## config.mk

```make
export PLATFORM = sky130hd
export DESIGN_NAME = emnd_out_fifo
export DESIGN_NICKNAME = d
export VERILOG_FILES = /design/src/rtl/emnd_pkg.sv /design/src/rtl/emnd_out_fifo.sv
export SDC_FILE = /design/constraint.sdc
export NUM_CORES = 1
export LEC_CHECK = 0
export ABC_AREA = 0
export BUFFER_PORTS_ARGS = -buffer_cell sky130_fd_sc_hd__buf_2
export CORE_MARGIN = 10
export CORE_UTILIZATION = 59
export CTS_BUF_LIST = sky130_fd_sc_hd__clkbuf_16
export CTS_CLUSTER_SIZE = 20
export DETAILED_ROUTE_END_ITERATION = 6
export HOLD_SLACK_MARGIN = 0.02
export PLACE_DENSITY = 0.84
export SKIP_CTS_REPAIR_TIMING = 1
export SYNTH_ARGS = -nofsm -noshare
export SYNTH_HDL_FRONTEND = slang
export SYNTH_SLANG_ARGS = --single-unit
```

## constraint.sdc

```tcl
create_clock -name clk_i -period 3.75 [get_ports clk_i]
set_clock_uncertainty 0.2 [all_clocks]
set_input_delay 0 -clock clk_i [delete_from_list [all_inputs] [get_ports clk_i]]
set_output_delay 0 -clock clk_i [all_outputs]
set_load 0.005 [all_outputs]
```

## src/rtl/emnd_pkg.sv

```systemverilog
// ----------------------------------------------------------------------------
// emnd_pkg
// Shared types and constants of the neighbor difference edge block.
// ----------------------------------------------------------------------------
package emnd_pkg;

  localparam int unsigned PIXEL_BITS     = 8;
  localparam int unsigned WIDTH_REG_BITS = 11;
  localparam int unsigned WIDTH_RESET    = 1024;
  localparam int unsigned NBR_COUNT      = 8;
  localparam int unsigned OUT_DEPTH      = 4;
  localparam int unsigned OUT_PTR_W      = $clog2(OUT_DEPTH);
  localparam int unsigned OUT_CNT_W      = $clog2(OUT_DEPTH + 1);

  localparam logic CMD_PIXEL = 1'b0;
  localparam logic CMD_DRAIN = 1'b1;

  localparam logic REG_IMAGE_WIDTH = 1'b0;

  typedef struct packed {
    logic                  command;
    logic [PIXEL_BITS-1:0] pixel_value;
  } in_word_t;

  typedef struct packed {
    logic [PIXEL_BITS-1:0] edge_value;
    logic                  last_pixel;
  } out_word_t;

  // Per-word control handed from the sequencer to the datapath.
  typedef struct packed {
    logic                 valid;
    logic                 is_pixel;
    logic                 emit;
    logic                 last;
    logic [NBR_COUNT-1:0] nbr_en;
  } iss_ctrl_t;

endpackage

```

## src/rtl/emnd_out_fifo.sv

```systemverilog
// ----------------------------------------------------------------------------
// emnd_out_fifo
// Small result queue that decouples the pipeline from the output handshake.
// ----------------------------------------------------------------------------
module emnd_out_fifo (
  input  logic                             clk_i,
  input  logic                             rst_ni,
  input  logic                             push_i,
  input  emnd_pkg::out_word_t              data_i,
  output logic                             valid_o,
  input  logic                             ready_i,
  output emnd_pkg::out_word_t              data_o,
  output logic [emnd_pkg::OUT_CNT_W-1:0]   count_o
);

  localparam int unsigned PTRW = emnd_pkg::OUT_PTR_W;
  localparam int unsigned CNTW = emnd_pkg::OUT_CNT_W;

  emnd_pkg::out_word_t slot_q [emnd_pkg::OUT_DEPTH];
  logic [PTRW-1:0]     wr_q, wr_d, rd_q, rd_d;
  logic [CNTW-1:0]     cnt_q, cnt_d;
  logic                pop;

  assign pop     = valid_o && ready_i;
  assign valid_o = (cnt_q != '0);
  assign data_o  = slot_q[rd_q];
  assign count_o = cnt_q;

  always_comb begin
    wr_d  = push_i ? wr_q + PTRW'(1) : wr_q;
    rd_d  = pop ? rd_q + PTRW'(1) : rd_q;
    cnt_d = cnt_q + CNTW'(push_i) - CNTW'(pop);
  end

  always_ff @(posedge clk_i) begin
    if (push_i) begin
      slot_q[wr_q] <= data_i;
    end
  end

  always_ff @(posedge clk_i or negedge rst_ni) begin
    if (!rst_ni) begin
      wr_q  <= '0;
      rd_q  <= '0;
      cnt_q <= '0;
    end else begin
      wr_q  <= wr_d;
      rd_q  <= rd_d;
      cnt_q <= cnt_d;
    end
  end

endmodule

```

==> impl_metrics.env <==
export IMPL_cp_end_kind="register"
export IMPL_worstHoldStart="data_i[5]"
export IMPL_crit_fanout=5
export IMPL_die_area_um2=5420
export IMPL_timing_final_crit_share=0.595
export IMPL_avgViaCountPerCell=5.62
export IMPL_drive_above_1_share=0.328
export IMPL_die_h_um=73.6
export IMPL_synth_edf_count=36
export IMPL_synth_common_cells="36 x edfxtp_1, 8 x mux4_2, 7 x dfrtp_1"
export IMPL_rsz0062_at_grt="no"
export IMPL_wl_um=3050
export IMPL_h_tree_depth=2
export IMPL_synth_warnings=0
export IMPL_stdcell_area_um2=2170
export IMPL_port_buffers=25
export IMPL_drtIter0Drc=56
export IMPL_die_width_um=73.6
export IMPL_relSlewSlack=0.590
export IMPL_antenna_cells=0
export IMPL_critPathMaxStageDelay_ps=420
export IMPL_yosysUniqueCellTypes=17
export IMPL_cts_buffers=5
export IMPL_synth_top_area_share=0.637
export IMPL_clock_sinks=43
export IMPL_startpoint_type="register"
export IMPL_io_pins=26
export IMPL_syn_area_per_cell_um2=21.0
export IMPL_outcome="finished clean"
export IMPL_coreArea_um2=2760
export IMPL_start_util=0.616
export IMPL_rrSetupSlack_ps=1520
export IMPL_fin_crit_ps=2230
export IMPL_synth_largest_area_cell="edfxtp_1"
export IMPL_postSynthCellCount=81
export IMPL_clk_pin_slew_ps=60
export IMPL_synth_seq_cells=43
export IMPL_netlist_area_um2=1700
export IMPL_setup_tns_ps=0
export IMPL_drtAntennaViolNets=0
export IMPL_syn2layout_area_growth_pct=27.7
export IMPL_final_nets=144
export IMPL_fmax_mhz=449
export IMPL_ys_top_cells_by_area="edfxtp_1 64%, mux4_2 11%, dfrtp_1 10%"
export IMPL_place_congestion=0.695
export IMPL_hold_depth=2
export IMPL_power_density_nw_per_um2=792
export IMPL_grt_pass1_wl_um=4510
export IMPL_setup_viol=0
export IMPL_peakVddDrop_v=0.000904
export IMPL_r2r_end="count_o[2]"
export IMPL_reg2reg_depth=7
export IMPL_finalHoldViolCount=0
export IMPL_synth_most_common_cell="edfxtp_1"
export IMPL_critPathKind="register to register"
export IMPL_clkLatencyLatePin_ps=280
export IMPL_drt_pass1_iter_count=4
export IMPL_vias=876
export IMPL_startpoint="count_o[1]"
export IMPL_fillers=157
export IMPL_wl_per_cell_um=19.5
export IMPL_synth_nets=101
export IMPL_cp_cell_sequence="o31a_1 > ha_1 > inv_1 > ha_1 > fa_1 > xnor2_1 > xnor2_1"
export IMPL_pwr_share_seq=0.434
export IMPL_cp_slowest_cell="dfrtp_1"
export IMPL_tritoncts="built"
export IMPL_grt_usage=0.117
export IMPL_comb_power_share=0.246
export IMPL_clock_power_share=0.321
export IMPL_holdPathEnd="slot_q[2][5]"
export IMPL_dpl_hpwl_um=2060
export IMPL_grt_overflow_total=0
export IMPL_antenna_found_initial=0
export IMPL_clockRootBuffer="clkbuf_16"
export IMPL_place_area_um2=1850
export IMPL_cts_max_path_buffers=2
export IMPL_synth_ff_type="edfxtp_1"
export IMPL_p_leak_nw=0.832
export IMPL_drv_cap=0
export IMPL_arrival_ps=2200
export IMPL_cp_required_ps=3720
export IMPL_r2r_start="count_o[1]"
export IMPL_grt_pass1_vias=872
export IMPL_power_switching_uw=457
export IMPL_hold_path_class="input port to register"
export IMPL_async_flop_share=0.163
export IMPL_p_int_mw=1.26
export IMPL_tightest_slew_ps=615
export IMPL_drc=0
export IMPL_ys_seq_area_frac=0.740
export IMPL_rows=19
export IMPL_p_sw_frac=0.266
export IMPL_drv_slew=0
export IMPL_grt_start_max_net_pins=15
-- worst max-delay path: cells and delay by family (launching register included) --
kind / cells / cell delay, ps
adder cells (fa/ha/maj): 3 / 850
flip-flops: 1 / 420
AO/OA/AOI/OAI: 1 / 350
XOR/XNOR: 2 / 260
buffers and inverters: 1 / 40
-- stage by stage --
step	total power, mW	worst slack (ps)	hold WS (ps)	std cells	utilization
detailed placement	1.17	1530	-358	135	0.669
CTS	1.72	1520	-663	143	0.739
finish	1.72	1520	276	156	0.786
floorplan	1.01	1610	-496	81	-
global placement	1.13	1610	-360	135	0.669
global route	1.81	1420	281	156	0.786
-- registers in the layout (all words and copies together) (netlist names) --
register and flops:
count_o 3, slot_q 36, rd_q 2, wr_q 2
-- layer usage --
metal / vias up / GRT usage / share of wire
met1: 444 / 0.119 / 0.35
met3: 5 / 0.0565 / 0.068
met4: 0 / 0.0559 / 0.018
met2: 27 / 0.197 / 0.57
li1: 400 / - / -
met5: - / 0 / 0
-- cell type report --
class,count,area [µm²],share of cell area
clock buffer,5,125,0.0577
sequential,43,1260,0.579
timing repair buffer,38,255,0.118
inverter,6,22.5,0.0104
tap,31,38.8,0.0179
clock inverter,3,67.6,0.0312
multi-input combinational,30,403,0.186
-- power groups by stage --
stage	sequential, mW	combinational [mW]	clock [mW]
global placement	0.743	0.392	0
detailed placement	0.755	0.414	0
finish	0.744	0.422	0.551
CTS	0.746	0.416	0.560
floorplan	0.691	0.314	0
global route	0.764	0.471	0.576
-- cells in the final DEF (no fill, tap or decap), types with 2 or more instances in the layout --
cell type,Yosys,layout
and2_1,4,4
buf_2,1,25
bufinv_16,0,2
clkbuf_16,0,5
dfrtp_1,7,7
dlygate4sd3_1,0,13
edfxtp_1,36,36
ha_1,6,6
inv_1,6,6
mux4_2,8,8
xnor2_1,3,3
xor2_1,2,2
-- cells by family after synthesis --
| group | synth area share |
|---|---|
| mux | 0.122 |
| xor+xnor | 0.0258 |
| compound gates | 0.0133 |
| flops | 0.740 |
| fa+ha+maj | 0.0560 |
| simple gates | 0.0206 |
| buf+inv | 0.0228 |
-- worst max path at each step --
stage                      end  cells after the start
floorplan           count_o[2]                      7
global placement    count_o[2]                      7
detailed placement  count_o[2]                      7
CTS                 count_o[2]                      7
global route        count_o[2]                      7
finish              count_o[2]                      7
Note: power is estimated with default switching activity, not from simulation.
