[config.mk]
export PLATFORM = sky130hd
export DESIGN_NAME = emnd_ctrl
export DESIGN_NICKNAME = d
export VERILOG_FILES = /design/src/rtl/emnd_pkg.sv /design/src/rtl/emnd_ctrl.sv
export SDC_FILE = /design/constraint.sdc
export NUM_CORES = 1
export LEC_CHECK = 0
export ABC_AREA = 1
export BUFFER_PORTS_ARGS = -buffer_cell sky130_fd_sc_hd__buf_2
export CAP_MARGIN = 20
export CELL_PAD_IN_SITES_DETAIL_PLACEMENT = 1
export CELL_PAD_IN_SITES_GLOBAL_PLACEMENT = 2
export CORE_ASPECT_RATIO = 1.75
export CORE_MARGIN = 2
export CORE_UTILIZATION = 33
export DETAILED_ROUTE_END_ITERATION = 8
export HOLD_SLACK_MARGIN = 0.03
export PLACE_DENSITY = 0.85
export SLEW_MARGIN = 20
export SYNTH_ARGS = -nofsm -noshare
export SYNTH_HDL_FRONTEND = slang
export SYNTH_SLANG_ARGS = --single-unit
[constraint.sdc]
create_clock -name clk_i -period 3.1 [get_ports clk_i]
set_input_delay 0.31 -clock clk_i [delete_from_list [all_inputs] [get_ports clk_i]]
set_output_delay 0.31 -clock clk_i [all_outputs]
set_load 0.01 [all_outputs]
[src/rtl/emnd_pkg.sv]
// ----------------------------------------------------------------------------
// emnd_pkg
// Shared types and constants of the neighbor difference edge block.
// ----------------------------------------------------------------------------
package emnd_pkg;

  localparam int unsigned PIXEL_BITS     = 8;
  localparam int unsigned WIDTH_REG_BITS = 11;
  localparam int unsigned WIDTH_RESET    = 1024;
  localparam int unsigned NBR_COUNT      = 8;
  localparam int unsigned OUT_DEPTH      = 4;
  localparam int unsigned OUT_PTR_W      = $clog2(OUT_DEPTH);
  localparam int unsigned OUT_CNT_W      = $clog2(OUT_DEPTH + 1);

  localparam logic CMD_PIXEL = 1'b0;
  localparam logic CMD_DRAIN = 1'b1;

  localparam logic REG_IMAGE_WIDTH = 1'b0;

  typedef struct packed {
    logic                  command;
    logic [PIXEL_BITS-1:0] pixel_value;
  } in_word_t;

  typedef struct packed {
    logic [PIXEL_BITS-1:0] edge_value;
    logic                  last_pixel;
  } out_word_t;

  // Per-word control handed from the sequencer to the datapath.
  typedef struct packed {
    logic                 valid;
    logic                 is_pixel;
    logic                 emit;
    logic                 last;
    logic [NBR_COUNT-1:0] nbr_en;
  } iss_ctrl_t;

endpackage

[src/rtl/emnd_ctrl.sv]
// ----------------------------------------------------------------------------
// emnd_ctrl
// Stream sequencer: column and row tracking, pending count, drain handling
// and the presence flags of the 3x3 window.
// ----------------------------------------------------------------------------
module emnd_ctrl #(
  parameter int unsigned MAX_WIDTH = 1024
) (
  input  logic                                      clk_i,
  input  logic                                      rst_ni,
  input  logic                                      restart_i,
  input  logic [((MAX_WIDTH > 1) ? $clog2(MAX_WIDTH) : 1)-1:0] last_col_i,
  input  logic                                      accept_i,
  input  logic                                      cmd_i,
  output emnd_pkg::iss_ctrl_t                       iss_o,
  output logic [((MAX_WIDTH > 1) ? $clog2(MAX_WIDTH) : 1)-1:0] addr_o
);

  localparam int unsigned CW = (MAX_WIDTH > 1) ? $clog2(MAX_WIDTH) : 1;
  localparam int unsigned PW = $clog2(MAX_WIDTH + 3);

  logic [CW-1:0] col_q, col_d;
  logic [1:0]    rows_q, rows_d;
  logic [PW-1:0] pend_q, pend_d;
  logic          drain_q, drain_d;
  logic [8:0]    pres_q, pres_d;

  logic          take, drain_n, is_pix, win_ok, up_p, mid_p, emit, last;
  logic          left_ok, right_ok;
  logic [8:0]    pres_sh;
  logic [PW-1:0] pend1, pend2;
  logic [CW-1:0] centre;

  always_comb begin
    take    = accept_i && !(cmd_i == emnd_pkg::CMD_DRAIN && pend_q == '0);
    drain_n = drain_q || (cmd_i == emnd_pkg::CMD_DRAIN);
    is_pix  = !drain_n;
    win_ok  = (rows_q == 2'd2) || (rows_q == 2'd1 && col_q != '0);
    up_p    = (rows_q == 2'd2);
    mid_p   = (rows_q != 2'd0) && (is_pix || !win_ok || pend_q >= PW'(2));

    for (int r = 0; r < 3; r++) begin
      pres_sh[r*3]   = pres_q[r*3+1];
      pres_sh[r*3+1] = pres_q[r*3+2];
    end
    pres_sh[2] = up_p;
    pres_sh[5] = mid_p;
    pres_sh[8] = is_pix;

    pend1 = pend_q + PW'(is_pix);
    pend2 = pend1 - PW'(1);
    emit  = win_ok && (pend1 != '0);
    last  = emit && (pend2 == '0);

    // The centre pixel sits one column behind the incoming one.
    centre   = (col_q == '0) ? last_col_i : col_q - CW'(1);
    left_ok  = (centre != '0);
    right_ok = (centre != last_col_i);
  end

  always_comb begin
    col_d   = col_q;
    rows_d  = rows_q;
    pend_d  = pend_q;
    drain_d = drain_q;
    pres_d  = pres_q;
    if (restart_i) begin
      col_d   = '0;
      rows_d  = 2'd0;
      pend_d  = '0;
      drain_d = 1'b0;
      pres_d  = '0;
    end else if (take) begin
      if (last) begin
        col_d   = '0;
        rows_d  = 2'd0;
        pend_d  = '0;
        drain_d = 1'b0;
        pres_d  = '0;
      end else begin
        drain_d = drain_n;
        pres_d  = pres_sh;
        pend_d  = emit ? pend2 : pend1;
        if (col_q == last_col_i) begin
          col_d = '0;
          if (rows_q != 2'd2) begin
            rows_d = rows_q + 2'd1;
          end
        end else begin
          col_d = col_q + CW'(1);
        end
      end
    end
  end

  always_ff @(posedge clk_i or negedge rst_ni) begin
    if (!rst_ni) begin
      col_q   <= '0;
      rows_q  <= 2'd0;
      pend_q  <= '0;
      drain_q <= 1'b0;
      pres_q  <= '0;
    end else begin
      col_q   <= col_d;
      rows_q  <= rows_d;
      pend_q  <= pend_d;
      drain_q <= drain_d;
      pres_q  <= pres_d;
    end
  end

  always_comb begin
    iss_o.valid     = take;
    iss_o.is_pixel  = is_pix;
    iss_o.emit      = emit;
    iss_o.last      = last;
    iss_o.nbr_en[0] = pres_sh[0] && left_ok;
    iss_o.nbr_en[1] = pres_sh[1];
    iss_o.nbr_en[2] = pres_sh[2] && right_ok;
    iss_o.nbr_en[3] = pres_sh[3] && left_ok;
    iss_o.nbr_en[4] = pres_sh[5] && right_ok;
    iss_o.nbr_en[5] = pres_sh[6] && left_ok;
    iss_o.nbr_en[6] = pres_sh[7];
    iss_o.nbr_en[7] = pres_sh[8] && right_ok;
    addr_o          = col_q;
  end

endmodule

==> impl_metrics.yaml <==
routing:
  viasPerCell: 5.02
  drt_first_pass_iters: 4
  antenna_left: 0
  wl_per_cell_um: 16.8
  remaining_drc_errors: 0
  vias: 2833
  drtIter0Drc: 44
  routed_wl_mm: 9.48
sta:
  tightest_slew_ns: 0.705
  slew_headroom: 0.530
  setup_viol_count_final: 0
  fin_skew_ns: 0.00297
  post-route-period-util: 0.943
  final_max_slew_viol_count: 0
  finalHoldViolCount: 0
  fmaxAchievable_mhz: 342
  fin_crit_ns: 2.92
global_route:
  grtUsageTotal: 0.209
  grt_overflow: 0
  grt_max_degree: 31
  antenna_found_initial: 0
  grt_pass1_vias: 3002
  grt_pass1_wl_mm: 14.7
status:
  status: "completed"
worst_setup_path:
  cp_top_family: "simple AND/OR/NAND/NOR gates"
  rr_startpoint: "drain_q"
  slowest_stage: "dfrtp_1"
  crit_path_end_kind: "output port"
  max_stage_delay_ns: 0.38
  cp_max_fo: 3
  start_kind: "flop"
  crit_buf_inv: 3
  crit_chain: "nor2_2 > ha_2 > ha_4 > inv_1 > ha_1 > nand3b_1 > nand2_1 > nor2_1 > nand3_1 > nor2_1 > nand3_1 > nor2_2 > nand3_4 > inv_1 > buf_2"
  r2r_cells: 18
  reg2reg_slack_ns: 0.32
  timing.rr.end: "addr_o[6]"
  required_ns: 2.79
  cp.arrival_ns: 2.61
  worstSetupPathType: "reg -> out"
logic_synthesis:
  synth_area_leader_cell: "dfrtp_1"
  synthesis.nets: 436
  async_flop_share: 1.00
  synth_top_family_by_area: "simple AND/OR/NAND/NOR gates"
  synthMuxAreaShare: 0
  synth_compound_area_frac: 0.120
  synthDistinctLibCells: 45
  ys_top_cells_by_area: "dfrtp_1 (26%), nand2_1 (14%), inv_1 (6.2%), xor2_1 (5.5%), nor2_1 (5.0%)"
  synth_xor_area_frac: 0.0706
  synth_area_sq_um: 2860
  synth_edf_count: 0
  synth_top_flop_cell: "dfrtp_1"
  synth_area_per_cell_sq_um: 6.93
  synth_fa_ha_area_frac: 0.0394
  ys_ff_latch: 30
  synth_simple_gate_area_share: 0.399
  synth_top_cell_area_share: 0.263
  synthCells: 412
  yosys_warnings: 0
  seq_area_frac_synth: 0.263
final_layout:
  fin_area_sq_um: 3350
  final_cell_mix: "nand2_1 (102), inv_1 (47), nor2_1 (36), buf_2 (36), dfrtp_1 (30)"
  final_common_cell: "nand2_1"
  final_nets: 472
  drive_above_1_share: 0.254
  syn_to_final_growth_pct: 17.2
  nFillCells: 1127
  final_cells: 564
  antenna_cells: 0
power_and_ir_drop:
  irDropWorstVdd_mv: 0.384
  p_leak_nw: 1.72
  p_per_area_nw_per_um2: 889
die:
  rows: 44
  fp.dieArea_sq_um: 9440
  fp.dieW_um: 74.3
  ios: 37
  initial_utilization: 0.341
  coreArea_sq_um: 8370
  die_h_um: 127
placement:
  port_buffers: 36
  place_area_sq_um: 3120
  hpwl_mm: 7.64
  dp_cells: 553
  finalWeightedCongestion: 0.857
clocking:
  clock_latency_ns: 0.28
  cts_buffers: 5
  clkSlewWorstSetupHoldPaths_ns: 0.05
  clock_sinks: 30
  clock_path_buffers: 2
  root_buffer: "clkbuf_16"
  htreeDepth: 2
  cts_tree: "built"
flow_run:
  max_cap_violations: 0
worst_hold_path:
  min_path_type: "in -> async"
## state kept, by name, indices dropped and copies added (netlist names)
signal   flops
pres_q       6
rows_q       2
pend_q      11
addr_o      10
drain_q      1
## per-layer routing
layer  GRT usage  up-vias  part of all wire
li1            -     1380                 -
met1       0.196     1375              0.33
met2       0.417       54              0.60
met3      0.0221       24             0.021
met4       0.106        0             0.048
met5           0        -                 0
## report_power, final
| part | internal, mW | switching [mW] | leakage [nW] |
|---|---|---|---|
| sequential | 0.468 | 0.107 | 0.411 |
| combinational | 0.629 | 1.28 | 1.24 |
| clock | 0.317 | 0.174 | 0.0729 |
| total | 1.41 | 1.56 | 1.72 |
## area by class of cell
type | count | area, sq um | share of cell area
Inverter | 54 | 210 | 0.0628
Timing Repair Buffer | 43 | 233 | 0.0695
Multi-Input combinational cell | 314 | 1860 | 0.555
Sequential cell | 30 | 751 | 0.224
Clock buffer | 6 | 139 | 0.0415
Clock inverter | 2 | 12.5 | 0.00374
Tap cell | 115 | 144 | 0.0430
## synthesized netlist by cell type (7+ instances only)
master	number
inv_1	47
dfrtp_1	30
nor2_2	15
nand4_1	11
nand2_2	10
o21ai_0	22
ha_1	9
nor2_1	38
xor2_1	18
o21ai_1	7
nand2_1	103
nand3_1	28
## worst max path at each step
| stage | from | end | cells after the start |
|---|---|---|---|
| after global placement | cmd_i | iss_o[8] | 17 |
| after detailed placement | cmd_i | iss_o[8] | 17 |
| after floorplan | drain_q | iss_o[8] | 16 |
| final | drain_q | iss_o[8] | 15 |
| after CTS | drain_q | iss_o[8] | 16 |
| after global routing | addr_o[0] | iss_o[4] | 14 |
## logic make-up after synthesis
| group | count (synthesis) |
|---|---|
| simple gates | 230 |
| buf+inv | 69 |
| compound gates | 51 |
| flops | 30 |
| xor+xnor | 23 |
| fa+ha+maj | 9 |
## per-stage QoR
step / setup WS (ns) / hold slack (ns) / util / setup TNS [ns] / power (mW)
6_report: 0.177 / 0.0779 / 0.400 / 0 / 2.98
5_1_grt: -0.00538 / 0.135 / 0.400 / -0.00538 / 3.24
4_1_cts: 0.0138 / 0.0989 / 0.392 / 0 / 2.91
3_5_place_dp: 0.246 / 0.402 / 0.373 / 0 / 2.40
3_3_place_gp: 0.357 / 0.393 / 0.373 / 0 / 2.37
2_1_floorplan: 0.341 / 0.0144 / - / 0 / 1.90
## repair_timing
action | in CTS | in global routing
pin swaps | 1 | 9
hold buffers | 0 | 0
hold endpoints to repair | 0 | 0
endpoints found under the setup margin | 1 | 7
buffers inserted | 0 | 2
cloned | 0 | 1
resized for setup | 3 | 15
Power figures use the tool's default switching activity.
